`src/rtl/rdc_pkg.sv`:
```
package rdc_pkg;

    // Sizing of the converter
    localparam int DIGIT_DEPTH = 32;
    localparam int VALUE_WIDTH = 31;
    localparam int DIGIT_W     = 6;
    localparam int CHAR_W      = 7;
    localparam int RADIX_W     = 6;
    localparam int COUNT_W     = $clog2(DIGIT_DEPTH + 1);
    localparam int INDEX_W     = $clog2(DIGIT_DEPTH);
    localparam int BITCNT_W    = $clog2(VALUE_WIDTH);

    // Radix limits and character offsets
    localparam logic [RADIX_W-1:0] RADIX_MIN     = RADIX_W'(2);
    localparam logic [RADIX_W-1:0] RADIX_MAX     = RADIX_W'(36);
    localparam logic [DIGIT_W-1:0] DECIMAL_LIMIT = DIGIT_W'(10);
    localparam logic [CHAR_W-1:0]  ASCII_ZERO    = CHAR_W'(48);
    localparam logic [CHAR_W-1:0]  ALPHA_OFFSET  = CHAR_W'(55);

    // Configuration register map
    localparam int PADDR_W = 3;
    localparam int PDATA_W = 32;
    localparam logic REG_RADIX = 1'b0;

    typedef enum logic [2:0] {
        ST_IDLE,
        ST_DIV,
        ST_PUSH,
        ST_POP_RD,
        ST_POP_LOAD
    } rdc_state_t;

    // Map a digit to its ASCII character
    function automatic logic [CHAR_W-1:0] glyph_of(input logic [DIGIT_W-1:0] d);
        logic [CHAR_W-1:0] g;
        if (d < DECIMAL_LIMIT)
        begin
            g = ASCII_ZERO + CHAR_W'(d);
        end
        else
        begin
            g = ALPHA_OFFSET + CHAR_W'(d);
        end
        return g;
    endfunction

    // Clamp a raw radix into the supported range
    function automatic logic [RADIX_W-1:0] clamp_radix(input logic [RADIX_W-1:0] r);
        logic [RADIX_W-1:0] c;
        if (r < RADIX_MIN)
        begin
            c = RADIX_MIN;
        end
        else if (r > RADIX_MAX)
        begin
            c = RADIX_MAX;
        end
        else
        begin
            c = r;
        end
        return c;
    endfunction

endpackage

```
`src/rtl/radix_digit_converter.sv`:
```
// Converts a non-negative integer word into its digits in the radix held in
// the radix register (address 0; values below 2 act as 2, above 36 as 36),
// and returns one output word per digit, most significant first, with the
// digit, its ASCII character and a flag on the final digit. A zero word
// gives no output. One restoring divider is shared by all digits: each
// digit is found by the one-bit-per-cycle division over all VALUE_WIDTH
// dividend bits and then pushed onto the digit stack memory; the digits
// are then read back from the stack, each through a read state and a load
// state that waits while the output register is stalled. in_ready is high
// only between conversions; the final digit may still wait in the output
// register while the next word is taken.
module radix_digit_converter (
    input  logic                             clk,
    input  logic                             rst_n,
    input  logic                             psel,
    input  logic                             penable,
    input  logic                             pwrite,
    input  logic [rdc_pkg::PADDR_W-1:0]      paddr,
    input  logic [rdc_pkg::PDATA_W-1:0]      pwdata,
    output logic [rdc_pkg::PDATA_W-1:0]      prdata,
    output logic                             pready,
    input  logic                             in_valid,
    output logic                             in_ready,
    input  logic [rdc_pkg::VALUE_WIDTH-1:0]  value,
    output logic                             out_valid,
    input  logic                             out_ready,
    output logic [rdc_pkg::DIGIT_W-1:0]      digit_value,
    output logic [rdc_pkg::CHAR_W-1:0]       digit_char,
    output logic                             last_digit
);
    import rdc_pkg::*;

    rdc_state_t              state_reg, state_next;
    logic [RADIX_W-1:0]      radix_reg, radix_next;
    logic [RADIX_W-1:0]      base_reg, base_next;
    logic [VALUE_WIDTH-1:0]  dvd_reg, dvd_next;
    logic [DIGIT_W-1:0]      rem_reg, rem_next;
    logic [BITCNT_W-1:0]     bit_cnt_reg, bit_cnt_next;
    logic [COUNT_W-1:0]      count_reg, count_next;
    logic                    out_valid_reg, out_valid_next;
    logic [DIGIT_W-1:0]      out_digit_reg, out_digit_next;
    logic                    out_last_reg, out_last_next;

    logic [DIGIT_W-1:0]      stack_mem [DIGIT_DEPTH];
    logic [DIGIT_W-1:0]      rd_data_reg;
    logic                    push_en;
    logic                    rd_en;
    logic [INDEX_W-1:0]      push_idx;
    logic [INDEX_W-1:0]      rd_idx;

    logic                    cfg_wr;
    logic [DIGIT_W:0]        trial;
    logic [DIGIT_W:0]        trial_diff;
    logic                    trial_ge;
    logic                    out_free;

    // Configuration port
    assign pready = 1'b1;
    assign cfg_wr = psel && penable && pwrite && (paddr[2] == REG_RADIX);

    always_comb
    begin
        prdata = '0;
        if (paddr[2] == REG_RADIX)
        begin
            prdata = PDATA_W'(radix_reg);
        end
    end

    always_comb
    begin
        radix_next = radix_reg;
        if (cfg_wr)
        begin
            radix_next = pwdata[RADIX_W-1:0];
        end
    end

    // Shared divider step: shift one dividend bit into the partial remainder
    assign trial      = {rem_reg, dvd_reg[VALUE_WIDTH-1]};
    assign trial_diff = trial - {1'b0, base_reg};
    assign trial_ge   = (trial >= {1'b0, base_reg});

    assign out_free = !out_valid_reg || out_ready;
    assign push_idx = count_reg[INDEX_W-1:0];
    assign rd_idx   = INDEX_W'(count_reg - COUNT_W'(1));

    // Sequencer
    always_comb
    begin
        state_next     = state_reg;
        base_next      = base_reg;
        dvd_next       = dvd_reg;
        rem_next       = rem_reg;
        bit_cnt_next   = bit_cnt_reg;
        count_next     = count_reg;
        out_valid_next = out_valid_reg;
        out_digit_next = out_digit_reg;
        out_last_next  = out_last_reg;
        in_ready       = 1'b0;
        push_en        = 1'b0;
        rd_en          = 1'b0;

        // Drop the output word once taken
        if (out_valid_reg && out_ready)
        begin
            out_valid_next = 1'b0;
        end

        case (state_reg)
            ST_IDLE:
            begin
                in_ready = 1'b1;
                if (in_valid)
                begin
                    base_next    = clamp_radix(radix_reg);
                    dvd_next     = value;
                    rem_next     = '0;
                    bit_cnt_next = BITCNT_W'(VALUE_WIDTH - 1);
                    count_next   = '0;
                    if (value != '0)
                    begin
                        state_next = ST_DIV;
                    end
                end
            end
            ST_DIV:
            begin
                rem_next     = trial_ge ? trial_diff[DIGIT_W-1:0] : trial[DIGIT_W-1:0];
                dvd_next     = {dvd_reg[VALUE_WIDTH-2:0], trial_ge};
                bit_cnt_next = bit_cnt_reg - BITCNT_W'(1);
                if (bit_cnt_reg == '0)
                begin
                    state_next = ST_PUSH;
                end
            end
            ST_PUSH:
            begin
                // Hold only as many digits as the stack has room for
                if (count_reg < COUNT_W'(DIGIT_DEPTH))
                begin
                    push_en    = 1'b1;
                    count_next = count_reg + COUNT_W'(1);
                end
                rem_next     = '0;
                bit_cnt_next = BITCNT_W'(VALUE_WIDTH - 1);
                if (dvd_reg == '0)
                begin
                    state_next = ST_POP_RD;
                end
                else
                begin
                    state_next = ST_DIV;
                end
            end
            ST_POP_RD:
            begin
                rd_en      = 1'b1;
                count_next = count_reg - COUNT_W'(1);
                state_next = ST_POP_LOAD;
            end
            ST_POP_LOAD:
            begin
                if (out_free)
                begin
                    out_valid_next = 1'b1;
                    out_digit_next = rd_data_reg;
                    out_last_next  = (count_reg == '0);
                    if (count_reg == '0)
                    begin
                        state_next = ST_IDLE;
                    end
                    else
                    begin
                        state_next = ST_POP_RD;
                    end
                end
            end
            default:
            begin
                state_next = ST_IDLE;
            end
        endcase
    end

    // Control registers
    always_ff @(posedge clk or negedge rst_n)
    begin
        if (!rst_n)
        begin
            state_reg     <= ST_IDLE;
            radix_reg     <= RADIX_MIN;
            count_reg     <= '0;
            bit_cnt_reg   <= '0;
            out_valid_reg <= 1'b0;
        end
        else
        begin
            state_reg     <= state_next;
            radix_reg     <= radix_next;
            count_reg     <= count_next;
            bit_cnt_reg   <= bit_cnt_next;
            out_valid_reg <= out_valid_next;
        end
    end

    // Datapath registers
    always_ff @(posedge clk)
    begin
        base_reg      <= base_next;
        dvd_reg       <= dvd_next;
        rem_reg       <= rem_next;
        out_digit_reg <= out_digit_next;
        out_last_reg  <= out_last_next;
    end

    // Digit stack memory
    always_ff @(posedge clk)
    begin
        if (push_en)
        begin
            stack_mem[push_idx] <= rem_reg;
        end
        if (rd_en)
        begin
            rd_data_reg <= stack_mem[rd_idx];
        end
    end

    assign out_valid   = out_valid_reg;
    assign digit_value = out_digit_reg;
    assign digit_char  = glyph_of(out_digit_reg);
    assign last_digit  = out_last_reg;

endmodule

```
`config.mk`:
```
export PLATFORM = sky130hd
export DESIGN_NAME = radix_digit_converter
export DESIGN_NICKNAME = d
export VERILOG_FILES = /design/src/rtl/rdc_pkg.sv /design/src/rtl/radix_digit_converter.sv
export SDC_FILE = /design/constraint.sdc
export NUM_CORES = 1
export LEC_CHECK = 0
export BUFFER_PORTS_ARGS = -buffer_cell sky130_fd_sc_hd__buf_2
export CORE_MARGIN = 3
export CORE_UTILIZATION = 50
export DETAILED_ROUTE_END_ITERATION = 7
export MAX_ROUTING_LAYER = met4
export PLACE_DENSITY = 0.68
export SKIP_CTS_REPAIR_TIMING = 1
export SYNTH_ARGS = -nofsm -noshare
export SYNTH_HDL_FRONTEND = slang
export SYNTH_SLANG_ARGS = --single-unit
```
`constraint.sdc`:
```
create_clock -name clk -period 2.9 [get_ports clk]
set_input_delay 0.435 -clock clk [delete_from_list [all_inputs] [get_ports clk]]
set_output_delay 0.435 -clock clk [all_outputs]
set_load 0.02 [all_outputs]
```
=== Yosys cells after proc, flatten, opt, wreduce, memory -nomap -nowiden ===
Memories as Yosys holds them, arrays and structs flattened. A register that Yosys moved wholly into a read port is not among the register bits.
Cells that the tools add are included.

* Add/subtract/negate cells: 6
* $lt $le $gt $ge: 5
* Equality and inequality tests: 9
* Mux-type cells: 28
* Bitwise operators: 1
* Reduce and logical (&&, ||, !) cells: 21

{| class="wikitable"
|+ Operator list
! cell !! count
|-
| case mux 31 bit (2 select lines) || 1
|-
| case mux 6 bit (3 select lines) || 2
|-
| zero test 31 bit || 1
|-
| two-way mux 31 bit || 1
|-
| nonzero test 31 bit || 1
|-
| two-way mux 6 bit || 5
|-
| case mux 3 bit (5 select lines) || 1
|-
| case mux 5 bit (3 select lines) || 1
|-
| adder 6 x 6 -> 7 bit (first input constant) || 2
|-
| two-way mux 3 bit || 4
|-
| != test 2 bit (second input constant) || 5
|-
| two-way mux 1 bit || 9
|-
| AND reduction 2 bit || 4
|-
| greater-or-equal comparator 7 x 6 -> 1 bit || 1
|-
| two-way mux 7 bit || 1
|-
| adder 6 x 1 -> 6 bit (second input constant) || 1
|-
| equality test 3 x 2 -> 1 bit (second input constant) || 2
|-
| greater-than comparator 6 bit (second input constant) || 1
|-
| zero test 6 bit || 1
|-
| less-than comparator 6 x 2 -> 1 bit (second input constant) || 1
|-
| less-than comparator 6 x 4 -> 1 bit (second input constant) || 1
|-
| less-than comparator 6 bit (second input constant) || 1
|-
| nonzero test 3 bit || 2
|-
| subtractor 6 x 1 -> 6 bit (second input constant) || 1
|-
| other kinds (16) || 20
|}

* Bits in registers: 71
* Bits in writable memories: 192
* Input bits: 73
* Output and inout port bits: 49
* Memories: 1

{| class="wikitable"
|+ Memory list
! name !! depth !! width !! rd ports !! clocked after memory_dff !! wr ports !! RTL line !! RTL
|-
| stack_mem || 32 || 6 || 1 || 1 || 1 || radix_digit_converter.sv:44 || <nowiki>logic [DIGIT_W-1:0] stack_mem [DIGIT_DEPTH];</nowiki>
|}

=== Logic depth before layout (Yosys ltp) ===
Gate-level depths: netlist of the first run.

* Word-level depth: 5
* Gate-level depth with buffers: 11

=== Worst setup path before layout of the first run ===
Ideal clock, no wire load.

* Path kind: register to register
* From: reg count_reg[0]
* To: reg rd_data_reg[3], read port of stack_mem, data pin
* Library setup time: 0.276 ns
* Arrival time: 2.211 ns
* Required time: 2.624 ns
* Slack: 0.413 ns
* Cell stages (with the launch flop): 12
* Buffers on the path: 6
* Period minus slack after synthesis: 2.487 ns
* Cell sequence: dfrtp_1 -> buf_6 -> buf_6 -> buf_6 -> inv_1 -> ha_1 -> clkbuf_2 -> buf_2 -> buf_2 -> mux4_2 -> mux2i_1 -> a221oi_2

* Word-level cells in the longest chain between the ends: 1

{| class="wikitable"
|+ Ends and longest elaborated chain
! what !! RTL line !! RTL
|-
| from (decl) || radix_digit_converter.sv:39 || <nowiki>logic [COUNT_W-1:0] count_reg, count_next;</nowiki>
|-
| from (signal assigned) || radix_digit_converter.sv:201 || <nowiki>count_reg <= count_next;</nowiki>
|-
| subtractor 6 x 1 -> 6 bit || - ||
|-
| to (decl) || radix_digit_converter.sv:45 || <nowiki>logic [DIGIT_W-1:0] rd_data_reg;</nowiki>
|}

Every way passes these cells.
A chain may end at the register's enable or synchronous reset.

=== Worst setup path in the final report of the first run ===
* From: reg out_digit_reg[4], in the netlist digit_value[4]
* To: out digit_char[4] in the netlist's numbering

* Word-level cells in the longest chain between the ends: 2

{| class="wikitable"
|+ Ends and longest elaborated chain
! what !! RTL line !! RTL
|-
| from (decl) || radix_digit_converter.sv:41 || <nowiki>logic [DIGIT_W-1:0] out_digit_reg, out_digit_next;</nowiki>
|-
| from (signal assigned) || radix_digit_converter.sv:213 || <nowiki>out_digit_reg <= out_digit_next;</nowiki>
|-
| adder 6 x 6 -> 7 bit (tied with other cells) || rdc_pkg.sv:42 || <nowiki>g = ALPHA_OFFSET + CHAR_W'(d);</nowiki>
|-
| two-way mux 7 bit * || rdc_pkg.sv:36 || <nowiki>if (d < DECIMAL_LIMIT)</nowiki>
|-
| to (decl) || radix_digit_converter.sv:28 || <nowiki>output logic [rdc_pkg::CHAR_W-1:0] digit_char,</nowiki>
|}

Mark *: on every way between the ends. The rest lies on a longest branch, timed or not.

==> metrics.csv, run 1 <==
stage,metric,value,unit
run_status,status,"finished, final reports clean",
clocking,CTS Buf Count,28,
setup_path,worst-path fanout max,5,
final_layout,n_diodes,0,
floorplanning,io pins,122,
synth,YS warnings,0,
timing,Pins Over Slew Limit,0,
clocking,TritonCTS clock tree,done,
synth,Async SR Flop Fraction,0.0781,
timing,hold slack,0.130,ns
synth,cell taking the most area after synthesis,edfxtp_1,
floorplanning,DIE AREA,25900,um2
drt,overall routed net length,23700,um
final_layout,Area Overhead vs Synth,14.5,%
timing,Hold Fails Final Rpt,0,
placed_design,routability congestion estimate,0.844,
clocking,clk buf depth,3,
clocking,clk root buf,clkbuf_16,
flow_run,max_cap viols,0,
synth,Post-Synthesis Cell Area,12000,um2
synth,area share of the largest cell type after synthesis,0.619,
global_routing,GRT overflow,0,
timing,PnR worst setup slack,0.206,ns
synth,register bit count reported by yosys,269,
floorplanning,Placeable Area,23500,um2
final_layout,max reg flops,192,
setup_path,Worst setup SP type,register,
drt,Routed Antenna Nets,0,
global_routing,antenna violations before repair,0,
timing,Slew @ Worst Pin,1.13,ns
placed_design,I/O Buffers,66,
pwr,Pwr Total,14.4,mW
final_layout,Final Net Count,1002,
clocking,CTS Sinks,269,
synth,Post-synth EDFFs,248,
global_routing,GRT Total Usage,0.189,
setup_path,Setup crit end kind,primary output,
final_layout,share of layout cells above drive strength 1,0.249,
timing,Slew headroom,0.243,
clocking,Worst-Skew Late Latency,0.54,ns
clocking,Worst-path clk slew,0.06,ns
timing,setup TNS,0,ns
floorplanning,Die Span Y,161,um
pwr,Max IR drop VDD,0.769,mV
setup_path,Worst Path Required,2.47,ns
clocking,H-tree levels,1,
pwr,Pwr Density,1050,nW/um2
placed_design,Placement Setup Slack,0.282,ns
global_routing,first-pass GRT wire length,37300,um
final_layout,fill count,1873,
drt,DR WL/cell,18.9,um
timing,maximum clock rate,371,MHz
pwr,leakage,5.04,nW
timing,post-route clock period utilization,0.929,
setup_path,CP Class,register to primary output,
synth,Yosys cell types,70,
floorplanning,Rows,56,
drt,Via density,5.43,
timing,RSZ-0062 raised after global routing,no,
synth,ys flop type,edfxtp_1,
synth,"Seq/Total Area, Yosys",0.663,
setup_path,CP peak stage delay,0.40,ns
setup_path,worst-path cell chain,inv_1 -> ha_1 -> nand2_1 -> o21ai_1 -> o211ai_1 -> xnor2_1 -> buf_2,
setup_path,Critical Path AT,2.26,ns
floorplanning,Starting Density,0.511,
drt,total number of vias,6814,
global_routing,largest net degree at the start of global routing,37,
synth,Syn Inst Count,802,
drt,DRT iter0 DRCs,459,
timing,Final Critical Period,2.69,ns
floorplanning,chip width,161,um
drt,DR DRC count,0,
worst_hold_path,hold crit path type,primary input to register,
timing,setup violators final,0,
setup_path,CP max stage cell,edfxtp_1,
global_routing,vias in the first global route,6778,
synth,synth top area cells,"edfxtp_1 (62%), mux4_2 (8.6%), dfrtp_1 (4.2%), nand2_1 (3.9%), mux2i_1 (2.2%)",
drt,DRT Pass-1 Iters,5,
timing,Setup Skew,0.0166,ns
placed_design,Post-DP HPWL,15200,um
synth,Avg Inst Size Synth,15.0,um2
[cell usage after synthesis (all sizes together) (4+ instances only)]
library cell,instances
a221oi,6
nor4,14
ha,15
clkbuf,12
a22o,6
a211oi,7
o22ai,6
buf,52
inv,20
nor2b,11
nor2,52
edfxtp,248
nand3,5
xnor2,6
or2,5
o21ai,26
mux4,48
mux2i,26
mux2,6
nand2b,8
nand4,4
dfrtp,20
nor3,13
a21oi,14
nand2,126
[worst max-delay path, delay by kind of cell (launching register included)]
kind,cells,cell delay [ns]
flip-flops,1,0.40
AND/OR/NAND/NOR,1,0.08
buffers and inverters,2,0.31
XOR/XNOR,1,0.16
adder cells (fa/ha/maj),1,0.19
AO/OA/AOI/OAI,2,0.57
[cells in the final DEF, fill, tap and decap left out, types with 5 or more instances in the layout]
master / count
mux4_2: 46
inv_1: 20
a21oi_1: 14
nand2b_1: 8
buf_4: 49
mux2_2: 6
nor2_1: 52
edfxtp_1: 248
nand3_1: 5
nor2b_1: 11
clkinv_2: 7
dfrtp_1: 19
xnor2_1: 6
buf_2: 66
a22o_1: 6
conb_1: 27
ha_1: 14
a211oi_1: 6
mux2i_1: 26
o21ai_1: 8
nor4_1: 14
o21ai_0: 18
clkbuf_16: 28
nand2_1: 126
nor3_1: 11
[area by class of cell]
class | count | area (um2) | area share
repair buffers | 120 | 788 | 0.0573
flip-flops and latches | 269 | 7980 | 0.580
inverters | 20 | 75.1 | 0.00545
clock buffers | 34 | 743 | 0.0540
clock inverters | 18 | 158 | 0.0115
multi-input cells | 474 | 3620 | 0.263
well taps | 319 | 399 | 0.0290
[layer usage]
layer	wire, um	part of all wire	global-route usage
met1	10400	0.44	0.257
met2	11900	0.50	0.309
met3	1100	0.046	0.0254
met4	357	0.015	0.0450
met5	0	0	-
[final timing paths]
check                                from             end  slack, ns  depth (start not counted)
max in group asynchronous           rst_n    count_reg[0]       2.08                          2
min reg2reg                rd_data_reg[4]  digit_value[4]       0.42                          0
min in group asynchronous           rst_n    radix_reg[3]       0.41                          2
max                        digit_value[4]   digit_char[4]       0.21                          7
max reg2reg                   dvd_reg[30]      rem_reg[5]       0.25                          7
min                             pwdata[2]    radix_reg[2]       0.13                          2
[power by group]
group | switching (mW) | internal (mW) | leakage [nW]
combinational | 3.10 | 2.09 | 2.06
clock | 1.46 | 2.01 | 0.438
sequential | 0.368 | 5.38 | 2.54
total | 4.92 | 9.47 | 5.04
[kinds of logic (layout without fill, tap and decap cells)]
family | count (synthesis) | in the layout | synth area share
simple gates | 252 | 252 | 0.0957
flops | 269 | 269 | 0.663
buf+inv | 84 | 192 | 0.0438
compound gates | 90 | 90 | 0.0533
fa+ha+maj | 17 | 17 | 0.0181
mux | 80 | 80 | 0.118
other cells | 2 | 27 | 0.000625
xor+xnor | 8 | 8 | 0.00739
[per-stage QoR]
step	cell area, um2	instances	utilization
floorplan	12100	827	-
global placement	12900	1201	0.546
detailed placement	12900	1201	0.546
CTS	13800	1253	0.584
global route	13800	1254	0.585
finish	13800	1254	0.585
(Power assumes the default switching activity.)
==> run 2, diff against run 1 <==
ABC_AREA = 1   (was default)
CORE_UTILIZATION = 60   (was 50)
GPL_ROUTABILITY_DRIVEN = 1   (was default)
PLACE_DENSITY = 0.8   (was 0.68)
==> run 2 against run 1 <==
  * Maximum frequency grew 4.7%
  * Sequential cell count is the same
  * Utilization grew 11 points
  * Clock skew grew 0.0066 ns
  * Die area shrank 11%
  * Synthesized cell count grew 70%
  * Routed wire length grew 21%
  * Count of clock-buffer cells in the layout grew 6
  * Cell area grew 4.5%
  * Global-route usage grew 5.9 points
  * Sequential share of layout area shrank 2.5 points
  * Largest power group is now combinational logic
  * Worst setup slack gained 0.12 ns
==> metrics.csv, run 2 <==
stage,metric,value,unit,change
global_routing,largest net degree at the start of global routing,117,,+220%
clocking,CTS Buf Count,28,,unchanged
clocking,CTS Sinks,269,,unchanged
timing,maximum clock rate,389,MHz,+4.7%
worst_hold_path,hold endpoint,out_valid,,
clocking,Worst-path clk slew,0.06,ns,about the same
global_routing,GRT met2 Usage,0.414,,+0.105
floorplanning,io pins,122,,unchanged
synth,commonest cells in the netlist,"nand2_1 (394), edfxtp_1 (248), inv_1 (211), nand3_1 (165), nor2_1 (135)",,
setup_path,worst r2r src,count_reg[0],,
setup_path,CP Class,register to primary output,,
final_layout,most frequent cells in the layout,"nand2_1 (394), edfxtp_1 (248), inv_1 (210)",,
drt,Via density,5.40,,-0.58%
global_routing,met1 GRT Util,0.318,,+0.0610
setup_path,r2r endpoint,rd_data_reg[0],,
synth,Post-Synthesis Cell Area,12800,um2,+6.7%
clocking,TritonCTS clock tree,done,,
pwr,leakage,6.45,nW,+28%
drt,total number of vias,9432,,+38%
timing,setup TNS,0,ns,unchanged
setup_path,Worst setup SP type,register,,
flow_run,max_cap viols,0,,unchanged
setup_path,Critical Path AT,2.14,ns,-0.12 ns
pwr,Pwr Density,1080,nW/um2,+3.3%
synth,cell taking the most area after synthesis,edfxtp_1,,
synth,YS warnings,0,,unchanged
final_layout,Final Net Count,1543,,+54%
placed_design,Post-DP HPWL,18200,um,+19%
synth,top-count cell post-synth,nand2_1,,
global_routing,GRT overflow,0,,unchanged
final_layout,fill count,1512,,-19%
drt,Routed Antenna Nets,0,,unchanged
timing,Slew headroom,0.539,,+0.297
synth,Yosys cell types,37,,-47%
floorplanning,DIE AREA,23200,um2,-11%
final_layout,"commonest non-fill, non-tap cell in the layout",nand2_1,,
global_routing,vias in the first global route,8986,,+33%
setup_path,Reg2Reg Depth,10,,+3
drt,DRT iter0 DRCs,1106,,+140%
global_routing,first-pass GRT wire length,45200,um,+21%
timing,Hold Fails Final Rpt,0,,unchanged
floorplanning,Die Span Y,152,um,-5.5%
pwr,Pwr Total,15.5,mW,+7.9%
setup_path,Worst Path Required,2.47,ns,about the same
final_layout,max reg flops,192,,unchanged
synth,Syn Inst Count,1365,,+70%
timing,Slew @ Worst Pin,0.691,ns,-0.437 ns
drt,DR DRC count,0,,unchanged
global_routing,grt peak-use layer,met2,,
worst_hold_path,Hold Crit Depth,2,,unchanged
setup_path,Setup crit end kind,primary output,,
synth,Post-synth EDFFs,248,,unchanged
placed_design,I/O Buffers,66,,unchanged
global_routing,GRT Total Usage,0.248,,+0.0590
final_layout,n_diodes,0,,unchanged
clocking,Worst-Skew Late Latency,0.55,ns,about the same
drt,DR WL/cell,16.4,um,-13%
final_layout,post-route cell area,14400,um2,+4.5%
worst_hold_path,hold crit path type,primary input to register,,
drt,overall routed net length,28700,um,+21%
setup_path,flop-to-flop setup slack,0.44,ns,+0.19 ns
synth,Async SR Flop Fraction,0.0781,,unchanged
placed_design,Post-Place Cells,1693,,+41%
floorplanning,Placeable Area,20600,um2,-12%
drt,DRT Pass-1 Iters,6,,+1
floorplanning,chip width,152,um,-5.5%
timing,post-route clock period utilization,0.887,,-0.0416
run_status,status,"finished, final reports clean",,
final_layout,Non-Filler Instances,1746,,+39%
timing,Final Critical Period,2.57,ns,-0.121 ns
synth,register bit count reported by yosys,269,,unchanged
timing,setup violators final,0,,unchanged
floorplanning,Starting Density,0.622,,+0.111
global_routing,antenna violations before repair,0,,unchanged
synth,synth top area cells,"edfxtp_1 (58%), nand2_1 (12%), nand3_1 (6.4%), inv_1 (6.2%), nor2_1 (4.0%)",,
synth,ys flop type,edfxtp_1,,
final_layout,share of layout cells above drive strength 1,0.114,,-0.135
synth,area share of the largest cell type after synthesis,0.581,,-0.0389
synth,"Seq/Total Area, Yosys",0.622,,-0.0417
timing,Setup Skew,0.0232,ns,+0.00663 ns
timing,Pins Over Slew Limit,0,,unchanged
placed_design,placed inst area,13500,um2,+5.1%
clocking,clk buf depth,3,,unchanged
placed_design,routability congestion estimate,0.954,,+13%
floorplanning,Rows,52,,-7.1%
synth,Avg Inst Size Synth,9.40,um2,-37%
timing,RSZ-0062 raised after global routing,no,,
global_routing,routing usage on met3,0.0321,,+0.00670
setup_path,worst-path fanout max,7,,+2
final_layout,Area Overhead vs Synth,12.2,%,
pwr,Max IR drop VDD,0.714,mV,-7.2%
clocking,H-tree levels,1,,unchanged
worst_hold_path,hold_sp,out_ready,,
clocking,clk root buf,clkbuf_16,,
[run 2: cell types whose count changed after synthesis, moves of 11 or more]
cell | previous run | this run
mux4_2 | 46 | 0
nor4_1 | 14 | 0
mux2i_1 | 26 | 0
o21ai_0 | 18 | 38
nor2b_1 | 11 | 0
nand3_1 | 5 | 165
nor2_1 | 52 | 135
inv_1 | 20 | 211
nand2_1 | 126 | 394
[run 2: final cells by class]
type / instances / area (um2) / area share
Clock buffer: 40 / 807 / 0.0561
Sequential cell: 269 / 7980 / 0.554
Timing Repair Buffer: 110 / 701 / 0.0487
Inverter: 217 / 815 / 0.0566
Multi-Input combinational cell: 828 / 3690 / 0.256
Tap cell: 270 / 338 / 0.0235
Clock inverter: 12 / 63.8 / 0.00443
[run 2: worst max-delay path: stages, from the launching register on]
cell      delay [ns]
edfxtp_1        0.43
inv_1           0.11
ha_1            0.18
nand2_1         0.07
o21ai_2         0.30
inv_1           0.12
o21ai_0         0.18
buf_2           0.20
[run 2: per-stage QoR]
| step | utilization | hold slack, ns | setup WS, ns |
|---|---|---|---|
| after floorplan | - | 0.139 | 0.0161 |
| after global routing | 0.698 | 0.136 | 0.133 |
| after CTS | 0.697 | -0.123 | 0.156 |
| after global placement | 0.655 | 0.431 | 0.526 |
| after detailed placement | 0.655 | 0.430 | 0.483 |
| final | 0.698 | 0.111 | 0.327 |
[run 2: report_power, final]
group / leakage, nW / switching (mW) / internal [mW] / total, mW
clock network: 0.430 / 1.42 / 1.93 / 3.35
registers: 2.54 / 0.282 / 5.38 / 5.67
logic: 3.49 / 4.67 / 1.85 / 6.53
[run 2: cells by family (layout without fill, tap and decap cells)]
logic type,count (synthesis),after routing,synth area share
buf+inv,293,379,0.0988
simple gates,717,717,0.231
xor+xnor,10,10,0.00800
compound gates,58,58,0.0241
other cells,2,27,0.000585
flops,269,269,0.622
fa+ha+maj,16,16,0.0162
[run 2: routing by layer]
metal / wire length [um] / vias up
li1: - / 4515
met1: 11300 / 4401
met2: 14300 / 432
met3: 2220 / 84
met4: 881 / 0
met5: 0 / -
[run 2: worst max path at each step]
stage	cells after the start	from	end	slack [ns]
finish	7	digit_value[4]	digit_char[1]	0.33
global route	7	digit_value[4]	digit_char[1]	0.13
CTS	7	digit_value[4]	digit_char[1]	0.16
detailed placement	10	count_reg[0]	rd_data_reg[5]	0.48
global placement	10	count_reg[0]	rd_data_reg[5]	0.53
floorplan	5	state_reg[0]	dvd_reg[0]	0.02
